`src/hw/rtl/sxp_pkg.sv`:
```
// ----------------------------------------------------------------------------
// SysEx request frame parser package
// Frame layout codes, size limits and the configuration register indexes.
// ----------------------------------------------------------------------------
package sxp_pkg;

  // Longest frame that is still accepted (8 to 31).
  localparam int unsigned MaxFrameBytes = 16;

  // Byte counter saturates at its all-ones value, above the last byte position of any legal frame.
  localparam int unsigned CntW  = 5;
  localparam int unsigned LenW  = CntW + 1;
  localparam logic [CntW-1:0] CountMax = '1;

  localparam logic [7:0] StartByte      = 8'hF0;
  localparam logic [7:0] EndByte        = 8'hF7;
  localparam logic [6:0] BlockHandshake  = 7'h01;
  localparam logic [6:0] BlockDescriptor = 7'h10;
  localparam logic [6:0] DirRequest      = 7'h00;

  localparam logic [LenW-1:0] MinLen        = LenW'(6);
  localparam logic [LenW-1:0] HandshakeLen  = LenW'(6);
  localparam logic [LenW-1:0] DescriptorLen = LenW'(8);
  localparam logic [LenW-1:0] MaxLen        = LenW'(MaxFrameBytes);

  // Byte positions within a frame.
  localparam logic [CntW-1:0] PosStart  = CntW'(0);
  localparam logic [CntW-1:0] PosManuf  = CntW'(1);
  localparam logic [CntW-1:0] PosDevice = CntW'(2);
  localparam logic [CntW-1:0] PosBlock  = CntW'(3);
  localparam logic [CntW-1:0] PosDir    = CntW'(4);
  localparam logic [CntW-1:0] PosIdxLo  = CntW'(5);
  localparam logic [CntW-1:0] PosIdxHi  = CntW'(6);

  typedef enum logic [0:0] {
    CfgManufacturer = 1'b0,
    CfgDevice       = 1'b1
  } cfg_idx_e;

endpackage

```
`src/hw/rtl/sxp_if.sv`:
```
// ----------------------------------------------------------------------------
// SysEx request frame parser channels
// Valid/ready channels for incoming frame bytes and outgoing verdicts.
// ----------------------------------------------------------------------------
interface sxp_byte_if;
  logic       valid;
  logic       ready;
  logic [7:0] frame_byte;
  logic       last_byte;

  modport source (output valid, output frame_byte, output last_byte, input ready);
  modport sink   (input valid, input frame_byte, input last_byte, output ready);
endinterface

interface sxp_verdict_if;
  logic        valid;
  logic        ready;
  logic        request_valid;
  logic [6:0]  block_code;
  logic [6:0]  direction_code;
  logic        has_index;
  logic [13:0] chunk_number;

  modport source (output valid, output request_valid, output block_code,
                  output direction_code, output has_index, output chunk_number,
                  input ready);
  modport sink   (input valid, input request_valid, input block_code,
                  input direction_code, input has_index, input chunk_number,
                  output ready);
endinterface

```
`src/hw/rtl/sysex_request_frame_parser_core.sv`:
```
// ----------------------------------------------------------------------------
// SysEx request frame parser core
// Checks a system-exclusive request frame byte by byte and emits one verdict
// per frame on its last byte.
// ----------------------------------------------------------------------------
// Usage:
//   frame_i carries one frame byte per request, with last_byte set on the
//   final byte. Every byte updates the running frame state; a last byte also
//   loads the verdict register, which drives verdict_o. One byte is taken
//   every cycle while the verdict register is empty or being drained.
//   If the receiver stalls verdict_o, the verdict is held and frame_i.ready
//   drops until it is taken; the single result register is the only stage.
//   The manufacturer and device bytes are written through the cfg port; the
//   user must write them only while no frame is in flight, which the block
//   itself does not enforce. Reset clears the frame state, empties the result
//   register and sets the identity bytes to 125 and 0.
//   Rejected frames (bad header, bad end byte, 8-bit inner byte, too short or
//   longer than MaxFrameBytes) give an all-zero verdict.
// ----------------------------------------------------------------------------
module sysex_request_frame_parser_core
  import sxp_pkg::*;
(
  input  logic                 clk_i,
  input  logic                 rst_ni,
  sxp_byte_if.sink             frame_i,
  sxp_verdict_if.source        verdict_o,
  input  logic                 cfg_we_i,
  input  logic [0:0]           cfg_idx_i,
  input  logic [6:0]           cfg_data_i
);

  logic [6:0]      manuf_q, dev_q;
  logic [CntW-1:0] cnt_q, cnt_d;
  logic            hdr_q, hdr_d;
  logic            inner_q, inner_d;
  logic [6:0]      block_q, block_d;
  logic [6:0]      dir_q, dir_d;
  logic [6:0]      idx_lo_q, idx_lo_d;
  logic [6:0]      idx_hi_q, idx_hi_d;

  logic            out_valid_q;
  logic            res_req_q, res_req_d;
  logic [6:0]      res_block_q, res_block_d;
  logic [6:0]      res_dir_q, res_dir_d;
  logic            res_idx_q, res_idx_d;
  logic [13:0]     res_chunk_q, res_chunk_d;

  logic            accept;
  logic            last;
  logic [7:0]      b;
  logic [LenW-1:0] len;
  logic            good;

  assign frame_i.ready = !out_valid_q || verdict_o.ready;
  assign accept        = frame_i.valid && frame_i.ready;
  assign b             = frame_i.frame_byte;
  assign last          = frame_i.last_byte;
  assign len           = LenW'(cnt_q) + LenW'(1);

  // Configuration writes.
  always_ff @(posedge clk_i or negedge rst_ni) begin
    if (!rst_ni) begin
      manuf_q <= 7'd125;
      dev_q   <= 7'd0;
    end else if (cfg_we_i) begin
      unique case (cfg_idx_e'(cfg_idx_i))
        CfgManufacturer: manuf_q <= cfg_data_i;
        CfgDevice:       dev_q   <= cfg_data_i;
        default:         ;
      endcase
    end
  end

  // Running frame state. Header and capture checks only matter below
  // position seven, so the stored flags suffice when the last byte arrives.
  always_comb begin
    hdr_d    = hdr_q;
    inner_d  = inner_q;
    block_d  = block_q;
    dir_d    = dir_q;
    idx_lo_d = idx_lo_q;
    idx_hi_d = idx_hi_q;
    cnt_d    = (cnt_q == CountMax) ? cnt_q : cnt_q + CntW'(1);

    if (cnt_q == PosStart && b != StartByte)        hdr_d = 1'b0;
    if (cnt_q == PosManuf && b != {1'b0, manuf_q})  hdr_d = 1'b0;
    if (cnt_q == PosDevice && b != {1'b0, dev_q})   hdr_d = 1'b0;
    if (cnt_q == PosBlock) block_d  = b[6:0];
    if (cnt_q == PosDir)   dir_d    = b[6:0];
    if (cnt_q == PosIdxLo) idx_lo_d = b[6:0];
    if (cnt_q == PosIdxHi) idx_hi_d = b[6:0];
    if (cnt_q != PosStart && !last && b[7]) inner_d = 1'b0;

    if (last) begin
      cnt_d    = '0;
      hdr_d    = 1'b1;
      inner_d  = 1'b1;
      block_d  = '0;
      dir_d    = '0;
      idx_lo_d = '0;
      idx_hi_d = '0;
    end
  end

  always_ff @(posedge clk_i or negedge rst_ni) begin
    if (!rst_ni) begin
      cnt_q    <= '0;
      hdr_q    <= 1'b1;
      inner_q  <= 1'b1;
      block_q  <= '0;
      dir_q    <= '0;
      idx_lo_q <= '0;
      idx_hi_q <= '0;
    end else if (accept) begin
      cnt_q    <= cnt_d;
      hdr_q    <= hdr_d;
      inner_q  <= inner_d;
      block_q  <= block_d;
      dir_q    <= dir_d;
      idx_lo_q <= idx_lo_d;
      idx_hi_q <= idx_hi_d;
    end
  end

  // Verdict for a frame ending with the current byte.
  always_comb begin
    good = hdr_q && inner_q && (b == EndByte) && (len >= MinLen) && (len <= MaxLen);
    res_req_d   = 1'b0;
    res_idx_d   = 1'b0;
    res_chunk_d = '0;
    res_block_d = '0;
    res_dir_d   = '0;
    if (good) begin
      res_block_d = block_q;
      res_dir_d   = dir_q;
      if (dir_q == DirRequest) begin
        if (block_q == BlockHandshake && len == HandshakeLen) begin
          res_req_d = 1'b1;
        end else if (block_q == BlockDescriptor && len == DescriptorLen) begin
          res_req_d   = 1'b1;
          res_idx_d   = 1'b1;
          res_chunk_d = {idx_hi_q, idx_lo_q};
        end
      end
    end
  end

  always_ff @(posedge clk_i or negedge rst_ni) begin
    if (!rst_ni) begin
      out_valid_q <= 1'b0;
    end else if (accept && last) begin
      out_valid_q <= 1'b1;
    end else if (verdict_o.ready) begin
      out_valid_q <= 1'b0;
    end
  end

  always_ff @(posedge clk_i) begin
    if (accept && last) begin
      res_req_q   <= res_req_d;
      res_block_q <= res_block_d;
      res_dir_q   <= res_dir_d;
      res_idx_q   <= res_idx_d;
      res_chunk_q <= res_chunk_d;
    end
  end

  assign verdict_o.valid          = out_valid_q;
  assign verdict_o.request_valid  = res_req_q;
  assign verdict_o.block_code     = res_block_q;
  assign verdict_o.direction_code = res_dir_q;
  assign verdict_o.has_index      = res_idx_q;
  assign verdict_o.chunk_number   = res_chunk_q;

  // A last byte always produces a verdict in the next cycle.
  a_last_gives_verdict: assert property (@(posedge clk_i) disable iff (!rst_ni)
    accept && last |=> out_valid_q)
    else $error("last byte did not produce a verdict");

  // Frame state returns to its idle values after each verdict.
  a_state_cleared: assert property (@(posedge clk_i) disable iff (!rst_ni)
    accept && last |=> cnt_q == '0 && hdr_q && inner_q)
    else $error("frame state not cleared after last byte");

  // An answerable request always has the request direction.
  a_valid_dir: assert property (@(posedge clk_i) disable iff (!rst_ni)
    out_valid_q && res_req_q |-> res_dir_q == DirRequest)
    else $error("answerable verdict with non-request direction");

  // A chunk index only comes with a valid descriptor request.
  a_index_descr: assert property (@(posedge clk_i) disable iff (!rst_ni)
    out_valid_q && res_idx_q |-> res_req_q && res_block_q == BlockDescriptor)
    else $error("chunk index without a descriptor request");

  // No new byte is taken while a verdict is stalled.
  a_stall_blocks: assert property (@(posedge clk_i) disable iff (!rst_ni)
    out_valid_q && !verdict_o.ready |-> !accept)
    else $error("byte accepted while verdict stalled");

endmodule

```
`src/flat_wrapper.sv`:
```
// flat-port wrapper written by rule: the top's interface ports become plain ports
module sysex_request_frame_parser_core_flat import sxp_pkg::*;
  (clk_i, rst_ni, cfg_we_i, cfg_idx_i, cfg_data_i, frame_i_valid, frame_i_frame_byte, frame_i_last_byte, frame_i_ready, verdict_o_valid, verdict_o_request_valid, verdict_o_block_code, verdict_o_direction_code, verdict_o_has_index, verdict_o_chunk_number, verdict_o_ready);
  sxp_byte_if frame_i_i ();
  sxp_verdict_if verdict_o_i ();
  input  logic clk_i;
  input  logic rst_ni;
  input  logic cfg_we_i;
  input  logic [0:0] cfg_idx_i;
  input  logic [6:0] cfg_data_i;
  input wire logic [$bits(frame_i_i.valid)-1:0] frame_i_valid;
  input wire logic [$bits(frame_i_i.frame_byte)-1:0] frame_i_frame_byte;
  input wire logic [$bits(frame_i_i.last_byte)-1:0] frame_i_last_byte;
  output wire logic [$bits(frame_i_i.ready)-1:0] frame_i_ready;
  output wire logic [$bits(verdict_o_i.valid)-1:0] verdict_o_valid;
  output wire logic [$bits(verdict_o_i.request_valid)-1:0] verdict_o_request_valid;
  output wire logic [$bits(verdict_o_i.block_code)-1:0] verdict_o_block_code;
  output wire logic [$bits(verdict_o_i.direction_code)-1:0] verdict_o_direction_code;
  output wire logic [$bits(verdict_o_i.has_index)-1:0] verdict_o_has_index;
  output wire logic [$bits(verdict_o_i.chunk_number)-1:0] verdict_o_chunk_number;
  input wire logic [$bits(verdict_o_i.ready)-1:0] verdict_o_ready;
  assign frame_i_i.valid = frame_i_valid;
  assign frame_i_i.frame_byte = frame_i_frame_byte;
  assign frame_i_i.last_byte = frame_i_last_byte;
  assign frame_i_ready = frame_i_i.ready;
  assign verdict_o_valid = verdict_o_i.valid;
  assign verdict_o_request_valid = verdict_o_i.request_valid;
  assign verdict_o_block_code = verdict_o_i.block_code;
  assign verdict_o_direction_code = verdict_o_i.direction_code;
  assign verdict_o_has_index = verdict_o_i.has_index;
  assign verdict_o_chunk_number = verdict_o_i.chunk_number;
  assign verdict_o_i.ready = verdict_o_ready;
  sysex_request_frame_parser_core u_core (.clk_i(clk_i), .rst_ni(rst_ni), .frame_i(frame_i_i), .verdict_o(verdict_o_i), .cfg_we_i(cfg_we_i), .cfg_idx_i(cfg_idx_i), .cfg_data_i(cfg_data_i));
endmodule
```
`config.mk`:
```
export PLATFORM = sky130hd
export DESIGN_NAME = sysex_request_frame_parser_core_flat
export DESIGN_NICKNAME = d
export VERILOG_FILES = /design/src/hw/rtl/sxp_pkg.sv /design/src/hw/rtl/sxp_if.sv /design/src/hw/rtl/sysex_request_frame_parser_core.sv /design/src/flat_wrapper.sv
export SDC_FILE = /design/constraint.sdc
export NUM_CORES = 1
export LEC_CHECK = 0
export BUFFER_PORTS_ARGS = -buffer_cell sky130_fd_sc_hd__buf_2
export CORE_ASPECT_RATIO = 1.25
export CORE_UTILIZATION = 50
export CTS_CLUSTER_DIAMETER = 60
export DETAILED_ROUTE_END_ITERATION = 12
export PLACE_DENSITY = 0.77
export SKIP_CTS_REPAIR_TIMING = 1
export SLEW_MARGIN = 20
export SYNTH_ARGS = -nofsm -noshare
export SYNTH_HDL_FRONTEND = slang
export SYNTH_SLANG_ARGS = --single-unit
```
`constraint.sdc`:
```
create_clock -name clk_i -period 2.9 [get_ports clk_i]
set_input_delay 0.435 -clock clk_i [delete_from_list [all_inputs] [get_ports clk_i]]
set_output_delay 0.435 -clock clk_i [all_outputs]
set_load 0.02 [all_outputs]
```
## Word-level counts from Yosys, hierarchy flattened

Index checks and enable logic that the tools add are counted.
Widths: inputs -> output; s select.

| word-level totals | value |
|---|---|
| bits of input ports | 22 |
| bits in writable memories | 0 |
| output and inout bits | 32 |
| flip-flop bits (word level) | 80 |
| memories kept | 0 |
| memory bits (read-only) | 0 |
| bits in latches | 0 |
| logic and storage cells | 97 |

| operators by class | value |
|---|---|
| mux-type cells | 20 |
| equal/unequal tests | 16 |
| order comparisons | 2 |
| add/subtract/negate cells | 2 |
| $mul | 0 |
| shift-type cells | 0 |
| reductions and logical operators | 38 |
| div/mod/pow operators | 0 |
| bitwise logic cells | 4 |

Operator list:

| kind | number |
|---|---|
| $mux 7 | 8 |
| $reduce_and 2->1 | 10 |
| $ne 8x7->1 | 2 |
| $eq 5x3->1 const B | 3 |
| $logic_and 1x1->1 | 13 |
| $reduce_bool 2->1 | 6 |
| $eq 5x2->1 const B | 2 |
| $mux 1 | 10 |
| $mux 5 | 2 |
| $eq 8x8->1 const B | 1 |
| $ne 8x8->1 const B | 1 |
| $eq 7x1->1 const B | 1 |
| $eq 7x5->1 const B | 1 |
| $logic_not 7->1 | 1 |
| $add 5x1->6 const B | 1 |
| $eq 6x3->1 const B | 1 |
| $eq 6x4->1 const B | 1 |
| $ge 6x3->1 const B | 1 |
| $le 6x5->1 const B | 1 |
| $add 5x1->5 const B | 1 |
| $eq 5x1->1 const B | 1 |
| $eq 5x5->1 const B | 1 |
| $logic_not 5->1 | 1 |
| $reduce_bool 5->1 | 1 |
| other kinds (7) | 11 |

## Logic depth before layout (Yosys ltp)

Gate-level depths: netlist of run 1.

| logic depth | value |
|---|---|
| word-level depth | 6 |
| gate-level depth with buffers | 10 |
| depth with buffers taken out | 8 |

## Worst setup path after synthesis of run 1

Ideal clock, no wire load.

| timing path | value |
|---|---|
| path type | register to register |
| start point | register u_core.cnt_q[0] |
| end point | register u_core.res_chunk_q[10], in the netlist u_core.verdict_o.chunk_number[10] (data pin) |
| library setup time | 0.132 ns |
| arrival | 2.456 ns |
| stages on the path, launching flop included | 10 |
| setup slack | 0.312 ns |
| required time | 2.768 ns |
| period minus slack after synthesis | 2.588 ns |
| buffers on the path | 2 |
| path through | dfrtp_1 > ha_1 > buf_2 > and3_1 > ha_1 > nor4_1 > nand4_1 > nor4_2 > buf_4 > and3_1 |

| between the ends | value |
|---|---|
| word-level cells in the longest chain between the ends | 6 |
| elaborated cells on any way between the ends | 12 |
| classes of those cells | 1 x add/sub; 2 x order compare; 2 x eq/ne; 2 x bitwise; 5 x reduce/logical |

RTL lines:

| element | line | text |
|---|---|---|
| from (decl) | sysex_request_frame_parser_core.sv:33 | `logic [CntW-1:0] cnt_q, cnt_d;` |
| from (signal assigned) | sysex_request_frame_parser_core.sv:115 | `cnt_q <= cnt_d;` |
| $add 5x1->6 * | sysex_request_frame_parser_core.sv:58 | `assign len = LenW'(cnt_q) + LenW'(1);` |
| $ge 6x3->1 | sysex_request_frame_parser_core.sv:127 | `good = hdr_q && inner_q && (b == EndByte) && (len >= MinLen) && (len <= MaxLen);` |
| $logic_and 1x1->1 (2 in a row) | sysex_request_frame_parser_core.sv:127 |  |
| $not 1->1 (no source line) | n/a |  |
| $reduce_or 4->1 (no source line) * | n/a |  |
| to (signal assigned) | sysex_request_frame_parser_core.sv:164 | `res_chunk_q <= res_chunk_d;` |
| to (decl) | sysex_request_frame_parser_core.sv:46 | `logic [13:0] res_chunk_q, res_chunk_d;` |

Mark *: on every way between the ends. The rest lies on a longest branch, timed or not.
A chain may end at the register's enable or synchronous reset.

## Worst setup path after layout of run 1

| timing path | value |
|---|---|
| start point | register u_core.cnt_q[0] |
| end point | register u_core.res_chunk_q[1], in the netlist u_core.verdict_o.chunk_number[1] (data pin) |

Same word-level chain as after synthesis.

==> results by group, run 1 <==
Global routing
  – Antenna violations before repair: 0
  – Global Route Usage Sum: 21.6%
  – Grt ovf: 0
  – First-pass GRT wire length: 12,900 um
  – Largest net degree at the start of global routing: 49
  – Vias in the first global route: between 2,000 and 3,000

STA
  – Setup TNS: 0 ps
  – Setup violators final: 0
  – Min cycle time layout: between 2000 and 3000 ps
  – Fin. max-slew vios: 0
  – Slew HR: 47.0%
  – Fin crit share: about nine tenths
  – Worst slew pin tran: 792 ps
  – Post-route clock skew: 13.8 ps
  – Fmax achieved: just under 0.4 GHz
  – RSZ-0062 raised after global routing: no
  – Fin. Hold Viols: 0

Synthesis
  – Yosys cell types: 40
  – Yosys top cell area share: 27.2%
  – Ys async rst share: 62.5%
  – Top post-synthesis cells by area: dfrtp_1 27%, edfxtp_1 23%, mux2i_1 7.5%, dfstp_2 5.4%, mux2_2 4.1%
  – Top cells by count, synth: 42 x dfrtp_1, 42 x nand2_1, 30 x edfxtp_1
  – Seq cells post-synth: 80
  – Main synth FF type: dfrtp_1
  – Post-synth EDFFs: 30
  – Net count after synthesis: 363
  – Share of the yosys chip area belonging to registers: 55.9%
  – Mapped Area: just under 4000 sq um
  – Syn Area/Cell: 11.5 sq um
  – Ys Warns: 0
  – Post-Syn Instances: 335
  – Dominant cell type by area after synthesis: dfrtp_1

Critical path
  – Crit-path cells: ha_2 > and3_1 > ha_1 > nor4_1 > nand4_1 > nor4_2 > buf_4 > and3_2
  – Crit-path leading delay family: simple AND/OR/NAND/NOR gates
  – WP data arrival: between 2000 and 3000 ps
  – R2r startpoint: u_core.cnt_q[0]
  – Worst Setup SP: u_core.cnt_q[0]
  – Buf/Inv on CP: 1
  – CP max-delay cell: dfrtp_1
  – Worst setup EP type: flop
  – Worst-path fanout max: 15
  – CP Class: flop to flop
  – Crit path required time: roughly 3100 ps
  – Largest stage delay, worst path: 480 ps
  – Startpoint Class: flop
  – Worst R2R Setup Slack: 310 ps

Floorplanning
  – CORE AREA: 7440 sq um
  – Initial Util: approximately 52%
  – Top Ports: 54
  – Die H: between 100 and 150 um
  – Die area: 8090 sq um
  – FP Rows: 35
  – Die X: 80.7 um

Routing
  – WL final: 7900 um
  – Avg Vias per Cell: 5.60
  – Wire length per cell: between 15 and 20 um
  – Drt pass-1 iters: 4
  – DRC: 0
  – Antenna-violating nets left: 0
  – Total number of vias: 2,687
  – Initial DRC Count: 193

Pwr
  – VDD IR max: 0.000419 V
  – Leak pwr: 2.05 nW
  – Pwr/cell area: between 700 and 800 nW/um^2

Clock network
  – Sink Count: 80
  – Root Driver: clkbuf_8
  – Clock transition at path regs: 80 ps
  – Clk_lat worst skew: 360 ps
  – TritonCTS buffer count: 9
  – H-tree depth: 3
  – CTS tree: yes
  – Deepest clock path buffer count: 2

Worst hold path
  – Hold Path Class: input port to asynchronous set/reset pin

Finish
  – ANT cells: 0
  – Nets: ~400
  – Share of post-route cells with drive strength above 1: 28.1%
  – Finished Layout Cells: 480
  – Area of the multi-input gates: 1580 sq um
  – Area Growth Syn to Fin: 13.8%
  – Reg area: ~2200 sq um
  – Filler cells: 660

Job
  – Maxcap violations: 0

Placement
  – I/O Buffers: 53
  – Post-DP HPWL: approximately 5400 um
  – Inst Count DP: 464
  – Final GP Congestion: 0.883

Outcome
  – Status: finished, final reports clean
## state kept, by name (all words and copies together) (netlist names)
name                             count
u_core.block_q                       7
u_core.cnt_q                         5
u_core.dev_q                         7
u_core.dir_q                         7
u_core.hdr_q                         1
u_core.idx_hi_q                      7
u_core.idx_lo_q                      7
u_core.inner_q                       1
u_core.manuf_q                       7
u_core.verdict_o.block_code          7
u_core.verdict_o.chunk_number       14
u_core.verdict_o.direction_code      7
u_core.verdict_o.has_index           1
u_core.verdict_o.request_valid       1
u_core.verdict_o.valid               1
## layout by cell type, fill, tap and decap left out, types with 13 or more instances in the layout
master | netlist | routed
and2_1 | 16 | 16
and3_1 | 13 | 13
buf_2 | 8 | 52
dfrtp_1 | 42 | 42
edfxtp_1 | 30 | 30
mux2_2 | 14 | 14
mux2i_1 | 29 | 29
nand2_1 | 42 | 42
o21ai_0 | 29 | 29
xor2_1 | 15 | 15
## layout make-up
type | instances | area share [%]
Tap cell | 92 | 2.62
Clock buffer | 9 | 2.81
Timing Repair Buffer | 60 | 7.28
Sequential cell | 80 | 49.1
Clock inverter | 7 | 1.79
Multi-Input combinational cell | 226 | 35.9
Inverter | 6 | 0.512
## worst paths after layout
path,endpoint,cells past startpoint
max reg2reg,u_core.verdict_o.chunk_number[1],8
min in group clk_i,u_core.dev_q[0],2
min reg2reg,u_core.inner_q,2
min,u_core.cnt_q[0],1
max in group asynchronous,u_core.manuf_q[2],2
max,u_core.verdict_o.chunk_number[1],8
## power breakdown
part / internal, W / switching (W) / leakage (nW)
registers: 0.00145 / 0.000268 / 0.903
clock network: 0.000408 / 0.000435 / 0.0982
logic: 0.000295 / 0.000365 / 1.05
## kinds of logic (layout without fill, tap and decap cells)
group | Yosys count | after routing | share of synthesized area (%)
flops | 80 | 80 | 55.9
buf+inv | 29 | 82 | 3.36
xor+xnor | 17 | 17 | 3.85
simple gates | 115 | 115 | 16.6
compound gates | 45 | 45 | 6.73
mux | 43 | 43 | 11.6
fa+ha+maj | 6 | 6 | 1.94
## through the flow
| stage | instance area, sq um | hold slack [ps] | total power [W] | utilization, % | setup slack (ps) |
|---|---|---|---|---|---|
| global route | 4400 | 126 | 0.00340 | 59.1 | 63.5 |
| finish | 4400 | 78.7 | 0.00322 | 59.1 | 306 |
| CTS | 4400 | 303 | 0.00323 | 59.0 | 208 |
| detailed placement | 4190 | 460 | 0.00239 | 56.3 | 226 |
| global placement | 4190 | 448 | 0.00234 | 56.3 | 300 |
| floorplan | 3870 | 139 | 0.00216 | - | 312 |
## per-layer routing
metal / global-route usage [%] / vias up / wire (um)
met3: 3.45 / 24 / 419
met2: 35.9 / 76 / 4010
met4: 11.8 / 0 / 246
met1: 26.5 / 1303 / 3220
li1: - / 1284 / -
met5: 0 / - / 0
(Power assumes the default switching activity.)
==> inputs of run 2 (changes only) <==
Clock period 2.9 ns to 3.15 ns, I/O delays scaled along.
==> results by group, run 2 (synthesis results as in run 1) <==
Critical path
  – Reg2reg end: u_core.verdict_o.chunk_number[13]
  – R2R depth: 8
  – Worst Setup SP: u_core.cnt_q[0]
  – Worst setup EP type: flop
  – Worst-path fanout max: 15
  – CP Class: flop to flop
  – Worst R2R Setup Slack: 510 ps
  – R2r startpoint: u_core.cnt_q[0]
  – Crit path required time: around 3400 ps
  – WP data arrival: about 2900 ps
  – Startpoint Class: flop

Outcome
  – Status: finished, final reports clean

Finish
  – Final core occ: 59.2%
  – Finished Layout Cells: 478
  – Nets: 409
  – Most common cell after layout, fill and taps aside: buf_2
  – Share of post-route cells with drive strength above 1: 27.2%
  – Most frequent cells in the layout: 52 x buf_2, 42 x nand2_1, 42 x dfrtp_1
  – Area Growth Syn to Fin: 13.9%
  – Max reg flops: 14
  – ANT cells: 0

Routing
  – DRC: 0
  – Avg Vias per Cell: 5.55
  – Wire length per cell: between 15 and 20 um
  – Initial DRC Count: 155
  – Antenna-violating nets left: 0
  – WL final: 7980 um
  – Total number of vias: 2,654
  – Drt pass-1 iters: 4

STA
  – Fin. max-slew vios: 0
  – Fin crit share: a little over four fifths
  – RSZ-0062 raised after global routing: no
  – Fmax achieved: 0.378 GHz
  – Setup violators final: 0
  – Fin. Hold Viols: 0
  – Worst slew pin tran: 736 ps
  – Post-route clock skew: around 11 ps
  – Min cycle time layout: 2640 ps
  – Setup TNS: 0 ps
  – Slew HR: 50.8%

Placement
  – Inst Count DP: 462
  – Post-DP HPWL: 5500 um
  – I/O Buffers: 53
  – Final GP Congestion: 0.888

Pwr
  – Clock Power Share: 28.3%
  – VDD IR max: ~0.00031 V
  – Leak pwr: between 2 and 2.5 nW
  – Comb pwr share: between 15 and 20%
  – Int Pwr: 0.00206 W
  – Net Sw Power: 0.000983 W
  – Pwr/cell area: 691 nW/um^2
  – Sequential Power Share: 51.8%
  – Sw frac: 32.3%

Global routing
  – Antenna violations before repair: 0
  – Global Route Usage Sum: 22.2%
  – Largest net degree at the start of global routing: 50
  – Vias in the first global route: 2,702
  – First-pass GRT wire length: 13,200 um
  – Grt ovf: 0

Floorplanning
  – Top Ports: 54
  – Die area: 8090 sq um
  – FP Rows: 35
  – Initial Util: about half
  – Die H: between 100 and 150 um
  – CORE AREA: 7440 sq um
  – Die X: 80.7 um

Clock network
  – Deepest clock path buffer count: 2
  – Sink Count: 80
  – Root Driver: clkbuf_8
  – CTS tree: yes
  – Clock transition at path regs: 90 ps
  – TritonCTS buffer count: 9
  – Clk_lat worst skew: 370 ps
  – H-tree depth: 3

Job
  – Maxcap violations: 0

Worst hold path
  – Hold Path Class: input port to asynchronous set/reset pin
## run 2: through the flow
step                      power [W]  hold slack (ps)  setup WS (ps)  area (sq um)
after floorplan             0.00199              177            562          3870
after global placement      0.00215              448            571          4180
after detailed placement    0.00220              450            520          4180
after CTS                   0.00306              344            490          4400
after global routing        0.00324              167            261          4410
final                       0.00304              119            508          4410
## run 2: layer usage
layer	GRT usage, %	vias up	wire (um)
met1	26.8	1292	3320
li1	-	1276	-
met3	5.18	20	337
met2	37.0	66	4080
met5	0	-	0
met4	11.0	0	242
## run 2: worst max path at each step
stage                                                   end  slack [ps]  cells past startpoint
after floorplan           u_core.verdict_o.chunk_number[10]         560                      9
after global placement     u_core.verdict_o.chunk_number[1]         570                      8
after detailed placement   u_core.verdict_o.chunk_number[4]         520                      8
after CTS                 u_core.verdict_o.chunk_number[13]         490                      8
after global routing         u_core.verdict_o.request_valid         260                      9
final                     u_core.verdict_o.chunk_number[13]         510                      8
## run 2: worst max-delay path, stage by stage (launching register included)
cell	delay [ps]
dfrtp_1	480
ha_1	350
and3_1	220
ha_1	340
nor4_1	280
nand4_1	190
nor4_2	270
buf_4	210
and3_2	180
## run 2: final cells by class
cell class / count / area [sq um]
clock inverter: 7 / 101
tap: 92 / 115
fill: 627 / 3040
multi-input combinational: 226 / 1580
sequential: 80 / 2160
timing repair buffer: 58 / 305
inverter: 6 / 22.5
clock buffer: 9 / 124
## run 2: power groups by stage
stage / Combinational [W] / Sequential [W] / Clock (W)
final: 0.000607 / 0.00158 / 0.000862
after global routing: 0.000692 / 0.00162 / 0.000931
after CTS: 0.000612 / 0.00157 / 0.000876
after detailed placement: 0.000606 / 0.00159 / 0
after global placement: 0.000578 / 0.00158 / 0
after floorplan: 0.000475 / 0.00151 / 0
==> inputs of run 3 (changes only) <==
Settings changed: PLACE_DENSITY 0.77 to 0.8.
Clock period 3.15 ns to 2.2 ns, I/O delays scaled along.
==> results by group, run 3 (synthesis results as in run 1) <==
Finish
  – Nets: 421
  – ANT cells: 0
  – Share of post-route cells with drive strength above 1: 30.4%
  – Most frequent cells in the layout: 53 x buf_2, 42 x nand2_1, 41 x dfrtp_1
  – Most common cell after layout, fill and taps aside: buf_2
  – Max reg flops: 14
  – Area Growth Syn to Fin: 17.4%
  – Post-route cell area: 4540 sq um
  – Filler cells: 599
  – Final core occ: approximately three fifths

Critical path
  – CP Class: flop to flop
  – Crit path required time: between 2000 and 2500 ps
  – Most used cell, CP: ha_4
  – R2R depth: 9
  – WP data arrival: 2380 ps
  – Largest stage delay, worst path: 430 ps
  – Worst setup EP type: flop
  – Crit-path cells: ha_4 > and3_4 > ha_4 > nor2b_1 > nor3_1 > o22ai_1 > nor4b_4 > buf_12 > nor3b_2
  – Startpoint Class: flop
  – CP max-delay cell: dfrtp_2
  – Worst-path fanout max: 30

Pwr
  – Pwr/cell area: 924 nW/um^2
  – VDD IR max: about 0.0004 V
  – Leak pwr: 2.10 nW

Floorplanning
  – Top Ports: 54
  – Initial Util: 51.9%
  – FP Rows: 35
  – Die X: 80.7 um
  – CORE AREA: 7440 sq um
  – Die area: 8090 sq um
  – Die H: 100 um

Clock network
  – Clock transition at path regs: about 90 ps
  – Deepest clock path buffer count: 2
  – TritonCTS buffer count: 9
  – Clk_lat worst skew: 370 ps
  – CTS tree: yes
  – Root Driver: clkbuf_8
  – Sink Count: 80
  – H-tree depth: 3

Global routing
  – First-pass GRT wire length: about 13,000 um
  – Global Route Usage Sum: 20.9%
  – Vias in the first global route: ~2,600
  – Grt ovf: 0
  – Largest net degree at the start of global routing: 34
  – Antenna violations before repair: 0

Outcome
  – Status: finished, final reports clean

Worst hold path
  – Hold Path Depth: 2
  – Hold Path Class: input port to flop

STA
  – Fin crit share: 98.8%
  – Setup violators final: 0
  – Worst slew pin tran: around 600 ps
  – Slew HR: 59.9%
  – Min cycle time layout: between 2000 and 2500 ps
  – RSZ-0062 raised after global routing: yes
  – Post-route clock skew: 16.6 ps
  – Fmax achieved: 0.460 GHz
  – Fin. max-slew vios: 0
  – Setup TNS: 0 ps
  – Fin. Hold Viols: 0

Placement
  – I/O Buffers: 53
  – Post-DP HPWL: 5510 um
  – Final GP Congestion: 0.908
  – Placed cell areas: 4330 sq um

Job
  – Maxcap violations: 0

Routing
  – WL final: 7840 um
  – Drt pass-1 iters: 4
  – Avg Vias per Cell: 5.64
  – Initial DRC Count: between 200 and 300
  – Antenna-violating nets left: 0
  – Wire length per cell: 16.0 um
  – DRC: 0
  – Total number of vias: around 2,800
## run 3: worst max-delay path, delay by kind of cell, from the launching register on
| family | cells | cell delay, ps |
|---|---|---|
| simple gates | 5 | 790 |
| fa+ha+maj | 2 | 440 |
| flops | 1 | 430 |
| buf+inv | 1 | 190 |
| compound gates | 1 | 150 |
## run 3: through the flow
stage	hold WS, ps	instances	power, W	worst slack (ps)
finish	207	490	0.00420	26.4
global route	203	490	0.00443	-62.5
CTS	-46.2	488	0.00420	6.38
detailed placement	355	472	0.00321	26.5
global placement	345	472	0.00314	39.8
floorplan	34.4	335	0.00286	-37.7
## run 3: path summary, 6_finish.rpt
check	startpoint	to	slack (ps)
max	u_core.cnt_q[0]	u_core.verdict_o.request_valid	30
min	cfg_data_i[0]	u_core.manuf_q[0]	210
max reg2reg	u_core.cnt_q[0]	u_core.verdict_o.request_valid	30
min reg2reg	u_core.inner_q	u_core.inner_q	460
max in group asynchronous	rst_ni	u_core.inner_q	1080
min in group asynchronous	rst_ni	u_core.idx_lo_q[2]	480
## run 3: final cells by class
type,count,area [sq um],share of cell area (%)
Clock buffer,9,124,2.73
Clock inverter,7,55.1,1.21
Inverter,6,22.5,0.496
Multi-Input combinational cell,226,1630,35.8
Sequential cell,80,2160,47.6
Tap cell,92,115,2.53
Timing Repair Buffer,70,437,9.61
## run 3: metal layers
layer	global-route usage [%]	up-vias	share of wire, %
met5	0	-	0
met4	9.48	0	2.2
met3	5.00	15	5.1
met2	34.5	89	52
met1	25.9	1352	41
li1	-	1307	-
## run 3: where the power goes
part           internal [W]  total, W  switching (W)
clock              0.000423  0.000997       0.000574
combinational      0.000448  0.000995       0.000547
sequential          0.00191   0.00220       0.000294
total               0.00278   0.00420        0.00142
